### src/design/dabr_pkg.sv
// Shared widths, codes and beat types of the depth-aware bilinear remapper.
package dabr_pkg;

  localparam int unsigned COL_W   = 11;
  localparam int unsigned PIX_W   = 16;
  localparam int unsigned WT_W    = 11;
  localparam int unsigned DIM_W   = 12;
  localparam int unsigned RATIO_W = 16;
  localparam int unsigned MODE_W  = 2;
  // Linear address incl. the lower-right neighbour: 2047*4095 + 2047 + 4095 + 1 < 2**24
  localparam int unsigned BASE_W  = 24;
  localparam int unsigned PROD_W  = PIX_W + WT_W;
  localparam int unsigned ACC_W   = PROD_W + 3;
  localparam int unsigned SPR_W   = 2 * PIX_W;

  localparam logic OP_LOAD  = 1'b0;
  localparam logic OP_REMAP = 1'b1;

  localparam logic [MODE_W-1:0] MODE_NEAREST = 2'd0;

  localparam logic [MODE_W-1:0]  RST_MODE   = 2'd0;
  localparam logic [DIM_W-1:0]   RST_WIDTH  = 12'd1280;
  localparam logic [DIM_W-1:0]   RST_HEIGHT = 12'd720;
  localparam logic [RATIO_W-1:0] RST_RATIO  = 16'd3076;

  typedef enum logic [1:0] {
    REG_MODE   = 2'd0,
    REG_WIDTH  = 2'd1,
    REG_HEIGHT = 2'd2,
    REG_RATIO  = 2'd3
  } reg_idx_t;

  typedef enum logic [1:0] {
    OUTC_OK       = 2'd0,
    OUTC_INVALID  = 2'd1,
    OUTC_ZERO_NBR = 2'd2,
    OUTC_DISCONT  = 2'd3
  } outcome_t;

  typedef enum logic [1:0] {
    KIND_INVALID = 2'd0,
    KIND_NEAREST = 2'd1,
    KIND_BILIN   = 2'd2,
    KIND_DEPTH   = 2'd3
  } kind_t;

  typedef struct packed {
    logic                       operation;
    logic [COL_W-1:0]           col;
    logic [COL_W-1:0]           row;
    logic [PIX_W-1:0]           pixel_in;
    logic                       entry_valid;
    logic [3:0][WT_W-1:0]       weight;
  } item_t;

  // One neighbour read on its way from the sequencer to the interpolator.
  typedef struct packed {
    logic            valid;
    kind_t           kind;
    logic            first;
    logic            last;
    logic            oob;
    logic [WT_W-1:0] weight;
  } rd_tok_t;

  typedef struct packed {
    logic             valid;
    logic [PIX_W-1:0] pixel;
    outcome_t         outcome;
  } res_t;

endpackage

### src/design/dabr_if.sv
// Input and result channel interfaces of the remapper.
interface dabr_in_if import dabr_pkg::*; ();
  logic                valid;
  logic                ready;
  logic                operation;
  logic [COL_W-1:0]    col;
  logic [COL_W-1:0]    row;
  logic [PIX_W-1:0]    pixel_in;
  logic                entry_valid;
  logic [WT_W-1:0]     weight_ul;
  logic [WT_W-1:0]     weight_ur;
  logic [WT_W-1:0]     weight_ll;
  logic [WT_W-1:0]     weight_lr;

  modport source (
    output valid, operation, col, row, pixel_in, entry_valid,
    output weight_ul, weight_ur, weight_ll, weight_lr,
    input  ready
  );
  modport sink (
    input  valid, operation, col, row, pixel_in, entry_valid,
    input  weight_ul, weight_ur, weight_ll, weight_lr,
    output ready
  );
endinterface


### src/design/dabr_addr_seq.sv
// Input register, base address multiply and neighbour read/write sequencer.
module dabr_addr_seq import dabr_pkg::*; #(
  parameter int unsigned FRAME_PIXELS = 1048576,
  parameter int unsigned ADDR_W = 20
) (
  input  logic               clk,
  input  logic               rst,
  input  logic               adv,
  dabr_in_if.sink            item,
  input  logic [MODE_W-1:0]  interp_mode,
  input  logic [DIM_W-1:0]   img_width,
  input  logic [DIM_W-1:0]   img_height,
  output logic               mem_we,
  output logic               mem_re,
  output logic [ADDR_W-1:0]  mem_addr,
  output logic [PIX_W-1:0]   mem_wdata,
  output rd_tok_t            tok
);

  localparam logic [BASE_W-1:0] FrameLim = BASE_W'(FRAME_PIXELS);

  logic              a_valid;
  item_t             a_item;
  kind_t             a_kind;
  logic              a_move;

  logic              b_valid;
  logic              b_op;
  kind_t             b_kind;
  logic [BASE_W-1:0] b_base;
  logic [PIX_W-1:0]  b_pix;
  logic [3:0][WT_W-1:0] b_wt;
  logic [1:0]        b_step;
  logic              b_last;
  logic              b_free;

  logic [BASE_W-1:0] lim;
  logic [BASE_W-1:0] area;
  logic [DIM_W:0]    offset;
  logic [BASE_W-1:0] rd_addr;
  logic              in_rng;
  rd_tok_t           tok_next;

  // Valid addresses end at min(width * height, frame size)
  assign area = BASE_W'(img_width) * BASE_W'(img_height);

  always_ff @(posedge clk) begin
    lim <= (area < FrameLim) ? area : FrameLim;
  end

  always_comb begin
    if (!a_item.entry_valid) begin
      a_kind = KIND_INVALID;
    end else if (interp_mode == MODE_NEAREST) begin
      a_kind = KIND_NEAREST;
    end else if (interp_mode[1]) begin
      a_kind = KIND_DEPTH;
    end else begin
      a_kind = KIND_BILIN;
    end
  end

  assign b_last = (b_op == OP_LOAD) || (b_kind == KIND_INVALID) ||
                  (b_kind == KIND_NEAREST) || (b_step == 2'd3);
  assign b_free = !b_valid || b_last;
  assign a_move = adv && a_valid && b_free;
  assign item.ready = !a_valid || a_move;

  always_ff @(posedge clk) begin
    if (rst) begin
      a_valid <= 1'b0;
    end else begin
      a_valid <= (a_valid && !a_move) || item.valid;
    end
  end

  always_ff @(posedge clk) begin
    if (item.valid && item.ready) begin
      a_item.operation   <= item.operation;
      a_item.col         <= item.col;
      a_item.row         <= item.row;
      a_item.pixel_in    <= item.pixel_in;
      a_item.entry_valid <= item.entry_valid;
      a_item.weight      <= {item.weight_lr, item.weight_ll, item.weight_ur, item.weight_ul};
    end
  end

  always_ff @(posedge clk) begin
    if (rst) begin
      b_valid <= 1'b0;
      b_step  <= 2'd0;
    end else if (a_move) begin
      b_valid <= 1'b1;
      b_step  <= 2'd0;
    end else if (adv && b_valid) begin
      if (b_last) begin
        b_valid <= 1'b0;
      end else begin
        b_step <= b_step + 2'd1;
      end
    end
  end

  always_ff @(posedge clk) begin
    if (a_move) begin
      b_op   <= a_item.operation;
      b_kind <= a_kind;
      b_base <= BASE_W'(a_item.row) * BASE_W'(img_width) + BASE_W'(a_item.col);
      b_pix  <= a_item.pixel_in;
      b_wt   <= a_item.weight;
    end
  end

  // Neighbours sit at base, base+1, base+width, base+width+1
  always_comb begin
    case (b_step)
      2'd0:    offset = '0;
      2'd1:    offset = (DIM_W+1)'(1);
      2'd2:    offset = (DIM_W+1)'(img_width);
      default: offset = (DIM_W+1)'(img_width) + (DIM_W+1)'(1);
    endcase
  end

  assign rd_addr   = b_base + BASE_W'(offset);
  assign in_rng    = rd_addr < lim;
  assign mem_addr  = rd_addr[ADDR_W-1:0];
  assign mem_wdata = b_pix;
  assign mem_we    = adv && b_valid && (b_op == OP_LOAD) && in_rng;
  assign mem_re    = adv && b_valid && (b_op == OP_REMAP) && (b_kind != KIND_INVALID) && in_rng;

  always_comb begin
    tok_next.valid  = b_valid && (b_op == OP_REMAP);
    tok_next.kind   = b_kind;
    tok_next.first  = (b_step == 2'd0);
    tok_next.last   = b_last;
    tok_next.oob    = !in_rng;
    tok_next.weight = b_wt[b_step];
  end

  always_ff @(posedge clk) begin
    if (rst) begin
      tok.valid <= 1'b0;
    end else if (adv) begin
      tok <= tok_next;
    end
  end

endmodule

### src/flat_wrapper.sv
// flat-port wrapper written by rule: the top's interface ports become plain ports
module dabr_addr_seq_flat import dabr_pkg::*;
#(
  parameter int unsigned FRAME_PIXELS = 1048576,
  parameter int unsigned ADDR_W = 20
)
  (clk, rst, adv, interp_mode, img_width, img_height, mem_we, mem_re, mem_addr, mem_wdata, tok, item_valid, item_operation, item_col, item_row, item_pixel_in, item_entry_valid, item_weight_ul, item_weight_ur, item_weight_ll, item_weight_lr, item_ready);
  dabr_in_if item_i ();
  input  logic clk;
  input  logic rst;
  input  logic adv;
  input  logic [MODE_W-1:0] interp_mode;
  input  logic [DIM_W-1:0] img_width;
  input  logic [DIM_W-1:0] img_height;
  output logic mem_we;
  output logic mem_re;
  output logic [ADDR_W-1:0] mem_addr;
  output logic [PIX_W-1:0] mem_wdata;
  output rd_tok_t tok;
  input wire logic [$bits(item_i.valid)-1:0] item_valid;
  input wire logic [$bits(item_i.operation)-1:0] item_operation;
  input wire logic [$bits(item_i.col)-1:0] item_col;
  input wire logic [$bits(item_i.row)-1:0] item_row;
  input wire logic [$bits(item_i.pixel_in)-1:0] item_pixel_in;
  input wire logic [$bits(item_i.entry_valid)-1:0] item_entry_valid;
  input wire logic [$bits(item_i.weight_ul)-1:0] item_weight_ul;
  input wire logic [$bits(item_i.weight_ur)-1:0] item_weight_ur;
  input wire logic [$bits(item_i.weight_ll)-1:0] item_weight_ll;
  input wire logic [$bits(item_i.weight_lr)-1:0] item_weight_lr;
  output wire logic [$bits(item_i.ready)-1:0] item_ready;
  assign item_i.valid = item_valid;
  assign item_i.operation = item_operation;
  assign item_i.col = item_col;
  assign item_i.row = item_row;
  assign item_i.pixel_in = item_pixel_in;
  assign item_i.entry_valid = item_entry_valid;
  assign item_i.weight_ul = item_weight_ul;
  assign item_i.weight_ur = item_weight_ur;
  assign item_i.weight_ll = item_weight_ll;
  assign item_i.weight_lr = item_weight_lr;
  assign item_ready = item_i.ready;
  dabr_addr_seq #(.FRAME_PIXELS(FRAME_PIXELS), .ADDR_W(ADDR_W)) u_core (.clk(clk), .rst(rst), .adv(adv), .item(item_i), .interp_mode(interp_mode), .img_width(img_width), .img_height(img_height), .mem_we(mem_we), .mem_re(mem_re), .mem_addr(mem_addr), .mem_wdata(mem_wdata), .tok(tok));
endmodule
### config.mk
export PLATFORM = sky130hd
export DESIGN_NAME = dabr_addr_seq_flat
export DESIGN_NICKNAME = d
export VERILOG_FILES = /design/src/design/dabr_pkg.sv /design/src/design/dabr_if.sv /design/src/design/dabr_addr_seq.sv /design/src/flat_wrapper.sv
export SDC_FILE = /design/constraint.sdc
export NUM_CORES = 1
export LEC_CHECK = 0
export BUFFER_PORTS_ARGS = -buffer_cell sky130_fd_sc_hd__clkbuf_2
export CAP_MARGIN = 20
export CORE_MARGIN = 4
export CORE_UTILIZATION = 35
export DETAILED_ROUTE_END_ITERATION = 8
export GPL_TIMING_DRIVEN = 0
export PLACE_DENSITY = 0.61
export SYNTH_ARGS = -nofsm -noshare
export SYNTH_HDL_FRONTEND = slang
export SYNTH_SLANG_ARGS = --single-unit
### constraint.sdc
create_clock -name clk -period 13.9 [get_ports clk]
set_clock_uncertainty 0.2 [all_clocks]
set_input_delay 1.39 -clock clk [delete_from_list [all_inputs] [get_ports clk]]
set_output_delay 1.39 -clock clk [all_outputs]
set_load 0.02 [all_outputs]
==> results of run 1 <==
[how the worst max path moves through the flow]
stage	from	cells past startpoint	end	slack, ps
final	u_core.b_step[0]$_SDFFE_PP0P_	25	mem_we	5070
after global routing	u_core.b_step[0]$_SDFFE_PP0P_	25	mem_re	4500
after global placement	adv	5	u_core.a_item[68]$_DFFE_PP_	-790
after floorplan	adv	4	u_core.a_item[0]$_DFFE_PP_	3130
after CTS	u_core.b_step[0]$_SDFFE_PP0P_	25	mem_re	5030
after detailed placement	img_width[0]	22	mem_re	5360
[where the power goes]
group	internal, uW	leakage [uW]	total (uW)	switching (uW)
registers	831	0.00199	862	31.3
logic	905	0.00689	2240	1330
clock network	378	0.000392	644	266
total	2110	0.00927	3740	1630
[flip-flops by register name (all words and copies together), names as in the netlist]
name              cells
u_core.b_valid        1
u_core.lim           24
u_core.b_wt          44
u_core.tok           17
u_core.a_valid        1
u_core.b_kind         2
u_core.mem_wdata     16
u_core.b_base        24
u_core.a_item        84
u_core.b_op           1
u_core.b_step         2
[cell families after synthesis]
| group | count (synthesis) | synth area share (%) |
|---|---|---|
| buffers and inverters | 363 | 7.76 |
| AO/OA/AOI/OAI | 155 | 5.86 |
| multiplexers | 13 | 1.51 |
| AND/OR/NAND/NOR | 481 | 12.8 |
| other | 1 | 0.0211 |
| XOR/XNOR | 53 | 2.61 |
| flip-flops | 216 | 34.8 |
| adder cells (fa/ha/maj) | 370 | 34.6 |
[metal layers]
layer / wire length [um] / vias up / global-route usage, % / share of wire [%]
li1: - / 5720 / - / -
met1: 18500 / 6120 / 21.5 / 41
met2: 22200 / 355 / 28.9 / 49
met3: 2920 / 92 / 3.28 / 6.5
met4: 1460 / 2 / 5.07 / 3.2
met5: 13 / - / 0 / 0.029
[through the flow]
step | setup TNS, ps | total power, uW
after floorplan | 0 | 2480
after global placement | -64650 | 3090
after detailed placement | 0 | 3120
after CTS | 0 | 3790
after global routing | 0 | 4090
final | 0 | 3740
[Yosys cell counts, types with 3 or more instances]
cell type,count
edfxtp_1,187
a211oi_1,9
nor2b_1,19
a21o_1,19
o21ai_0,41
dfxtp_1,29
and2_1,93
a41oi_1,3
o21a_1,9
buf_1,3
ha_1,168
mux4_2,11
nand3_1,19
nand4_1,8
nor3_1,14
xor2_1,15
nor2_1,64
a31oi_1,4
a21oi_1,33
o31ai_1,3
clkbuf_1,58
and3_1,9
inv_1,299
nand3b_1,3
o211ai_1,5
xnor2_1,38
and4_1,3
nand2b_1,12
fa_1,202
nand2_1,225
[layout make-up]
type,count,area [um^2]
flip-flops and latches,216,6200
repair buffers,167,921
diodes,2,5.00
clock inverters,18,200
clock buffers,26,608
multi-input cells,1075,10200
plain buffers,64,256
well taps,672,841
inverters,299,1120
fillers,4814,29800
==> run summary, run 1 <==
Synth area leaders: edfxtp_1 (32%), fa_1 (23%), ha_1 (12%)
critical path class: reg -> out
Detailed Routing Iterations Pass 1: 6
Hold Path Stages: 0
Main synth FF type: edfxtp_1
Period minus WS final: 8830 ps
final critical-path share of the clock period: 63.5%
initial antenna violation count: 1
syn avg cell area: 10.8 um^2
Power Density: 184 nW/um^2
PortBufs: 161
Max VDD drop: 0.107 mV
total track usage: 16.8%
slowest cell delay on critical path: 740 ps
TritonCTS clock tree: yes
RR Endpoint: u_core.tok[11]$_DFFE_PP_
Post-Place Setup Slack: 5360 ps
Fmax: 113 MHz
r2r setup slk: 6970 ps
initial DRC count: 761
CP Max Fanout: 10
endpoints failing setup: 0
DP HPWL: 36600 um
synthesized cell area: 17800 um^2
post-synth top area cell: edfxtp_1
routed via count: 12300
count of cell types in the netlist: 63
Area after DPL: 19600 um^2
most common cell after layout, fill and taps aside: inv_1
routability congestion estimate: 0.882
TritonCTS Buffers: 24
DIE WIDTH: 233 um
post-placement cell count: 2493
synth-to-layout area growth: 14.6%
R2R cell count: 24
CTS sink count: 216
DRC: 0
final instance area: 20400 um^2
status: finished, final reports clean
row cnt: 82
Root Buffer: clkbuf_16
critical hold path startpoint: u_core.a_item[83]$_DFFE_PP_
post-DR vias/cell: 4.84
IO Count: 170
Die Span Y: 233 um
Final Hold Viols: 0
vias in the first global route: 13200
Non-Filler Instances: 2539
Buf/Inv on CP: 5
Max-slew headroom: 32.3%
clock-pin slew on the worst setup and hold paths: 60 ps
first-pass GRT wire length: 71300 um
global route overflow: 0
startpoint types: register
top cell type's share of synthesized area: 31.6%
core area: 50200 um^2
slowest stage cell, crit path: buf_1
Synth Instances: 1652
antenna-violating nets left: 0
WL/cell: 17.8 um
Setup Buffers After CTS: 0
final core occ: 40.6%
Lkg Pwr: 0.00927 uW
share of layout cells above drive strength 1: 12.8%
Slew Limit Fails: 0
Initial Util: 35.4%
Synth async-reset ratio: 0%
min-delay worst type: reg -> reg
die area: 54500 um^2
Final nets: 2331
most frequent cells in the layout: inv_1 (299), nand2_1 (225), fa_1 (202)
RSZ-0062 raised after global routing: false
Yosys reg bits: 216
Max Cap Viol: 0
Worst-Skew Late Latency: 540 ps
CP top delay family: compound AO/OA/AOI/OAI gates
Resize count post-CTS: 0
Total Routed Length: 45200 um
post-synthesis sequential area ratio: 34.8%
crit end category: primary output
Slew @ Worst Pin: 1010 ps
synthesis warning total: 0
Final WS setup: 5070 ps
number of flops mapped to enable cells by yosys: 187
R2R Path Start: u_core.b_step[0]$_SDFFE_PP0P_
CTS max path bufs: 3
largest net degree at the start of global routing: 34
Critical Path RT: 12310 ps
Hold Path Sink: u_core.b_op$_DFFE_PP_
H-tree lvl count: 1
Hold Slack: 217 ps
CP Data Arrival Time: 7240 ps
post-cts hold buffer count: 0
Power figures use the tool's default switching activity.
==> run 2, diff against run 1 <==
==> constraint.sdc (replaced) <==
create_clock -name clk -period 8.3 [get_ports clk]
set_clock_uncertainty 0.2 [all_clocks]
set_input_delay 0.83 -clock clk [delete_from_list [all_inputs] [get_ports clk]]
set_output_delay 0.83 -clock clk [all_outputs]
set_load 0.02 [all_outputs]
==> run 2 against run 1 <==
Net effect: via count fell by 0.57%; total power rose by 69%; sequential share of layout area fell by 0.080 points; highest routed layer unchanged; clock-buffer cell count did not move; critical path type unchanged; critical path depth fell by 1.
==> run summary, run 2 (synthesis gave the netlist of run 1 again) <==
routed via count: 12200 (-0.57%)
TritonCTS clock tree: yes
post-DR vias/cell: 4.81 (-0.57%)
Power Density: 309 nW/um^2 (+68%)
initial DRC count: 615 (-19%)
synth-to-layout area growth: 14.9%
RSZ-0062 raised after global routing: false
met2 Resource Use GR: 29.2% (+0.23 points)
max reg flops: 84 (unchanged)
Slew Limit Fails: 0 (unchanged)
startpoint types: register
Fmax: 130 MHz
total power: 6310 uW (+69%)
critical path class: reg -> out
filler cell count in the final layout: 4819 (+0.10%)
first-pass GRT wire length: 71700 um (+0.54%)
IO Count: 170 (unchanged)
status: finished, final reports clean
Slew @ Worst Pin: 1100 ps (+82.5 ps)
DIE WIDTH: 233 um (unchanged)
share of layout cells above drive strength 1: 12.9% (+0.11 points)
Largest regs: u_core.a_item: 84 flops, u_core.b_wt: 44 flops
die area: 54500 um^2 (unchanged)
CTS sink count: 216 (unchanged)
H-tree lvl count: 1 (unchanged)
row cnt: 82 (unchanged)
Final Hold Viols: 0 (unchanged)
Initial Util: 35.4% (unchanged)
global route overflow: 0 (unchanged)
GR Layer Usage met3: 2.85% (-0.43 points)
core area: 50200 um^2 (unchanged)
routability congestion estimate: 0.886 (+0.42%)
clock-pin slew on the worst setup and hold paths: 60 ps (about the same)
TritonCTS Buffers: 24 (unchanged)
vias in the first global route: 13300 (+1.1%)
Biggest register: u_core.a_item
Lkg Pwr: 0.00929 uW (+0.26%)
CP Data Arrival Time: 6670 ps (-570 ps)
endpoints failing setup: 0 (unchanged)
Max Cap Viol: 0 (unchanged)
Detailed Routing Iterations Pass 1: 4 (-2)
grt peak-use layer: met2
largest net degree at the start of global routing: 34 (unchanged)
min-delay worst type: reg -> reg
initial antenna violation count: 2 (+1)
Worst-Skew Late Latency: 540 ps (about the same)
DRC: 0 (unchanged)
final instance area: 20400 um^2 (+0.26%)
CTS max path bufs: 3 (unchanged)
Max-slew headroom: 26.8% (-5.5 points)
Die Span Y: 233 um (unchanged)
PortBufs: 161 (unchanged)
WL/cell: 17.6 um (-0.83%)
GR Util met1: 21.7% (+0.20 points)
CP Max Fanout: 10 (unchanged)
most frequent cells in the layout: inv_1 (299), nand2_1 (225), fa_1 (202)
antenna-violating nets left: 0 (unchanged)
Critical Path RT: 7270 ps (-5040 ps)
Max VDD drop: 0.230 mV (+120%)
post-cts hold buffer count: 0 (unchanged)
Period minus WS final: 7700 ps
Total Routed Length: 44800 um (-0.83%)
most common cell after layout, fill and taps aside: inv_1
Root Buffer: clkbuf_16
Area after DPL: 19600 um^2 (unchanged)
final critical-path share of the clock period: 92.8%
total track usage: 16.9% (+0.067 points)
Setup Buffers After CTS: 0 (unchanged)
crit end category: primary output
Final nets: 2331 (unchanged)
DP HPWL: 36700 um (+0.23%)
-- run 2: through the flow --
| step | cells | util, % | hold WS, ps | setup TNS (ps) | setup WS (ps) |
|---|---|---|---|---|---|
| final | 2539 | 40.7 | 216 | 0 | 595 |
| after global routing | 2537 | 40.7 | 223 | 0 | 54.8 |
| after CTS | 2537 | 40.7 | 218 | 0 | 223 |
| after detailed placement | 2493 | 39.0 | 205 | 0 | 487 |
| after global placement | 2487 | 38.7 | 201 | -244160 | -2930 |
| after floorplan | 1654 | - | 200 | 0 | 133 |
-- run 2: layout make-up --
class	count	area, um^2	share of cell area [%]
multi-input cells	1075	10200	50.1
flip-flops and latches	216	6200	30.3
inverters	299	1120	5.49
repair buffers	167	921	4.51
well taps	672	841	4.11
clock buffers	26	608	2.98
plain buffers	64	258	1.26
clock inverters	18	251	1.23
diodes	2	5.00	0.0245
-- run 2: per-layer routing --
metal  share of wire, %  routed length, um  vias up
li1                   -                  -     5721
met1                 41              18500     6079
met2                 49              22100      335
met3                5.8               2600       82
met4                3.4               1540        2
met5              0.029                 13        -
-- run 2: critical path, stage by stage, from the launching register on --
cell and delay (ps):
dfxtp_1 530, buf_2 430, inv_1 120, ha_1 240
clkbuf_1 210, a211oi_1 300, a21oi_1 80, ha_1 260
inv_1 80, fa_1 220, nor2b_1 60, o21ai_1 160
a21oi_1 120, o41ai_2 410, o21ai_0 260, o41a_1 430
nand3_1 130, xnor2_1 180, ha_1 300, a21o_1 160
a21o_1 200, a2111oi_1 510, nor3_1 170, nor4_1 340
clkbuf_2 230
-- run 2: worst paths after layout --
| kind | cells after the start | end | from | slack, ps |
|---|---|---|---|---|
| max | 24 | mem_re | u_core.b_step[0]$_SDFFE_PP0P_ | 600 |
| min | 0 | u_core.b_wt[8]$_DFFE_PP_ | u_core.a_item[8]$_DFFE_PP_ | 220 |
| max reg2reg | 23 | u_core.tok[11]$_DFFE_PP_ | u_core.b_step[0]$_SDFFE_PP0P_ | 1950 |
| min reg2reg | 0 | u_core.b_wt[8]$_DFFE_PP_ | u_core.a_item[8]$_DFFE_PP_ | 220 |
-- run 2: report_power, final --
part           internal, uW  switching, uW
Clock                   694            444
Sequential             1390           65.0
Combinational          1520           2200
Total                  3600           2710
-- run 2: repair_timing --
action                                  4_1_cts  5_1_grt
cloned                                        0        0
resized for setup                             2        3
endpoints found under the setup margin        2        2
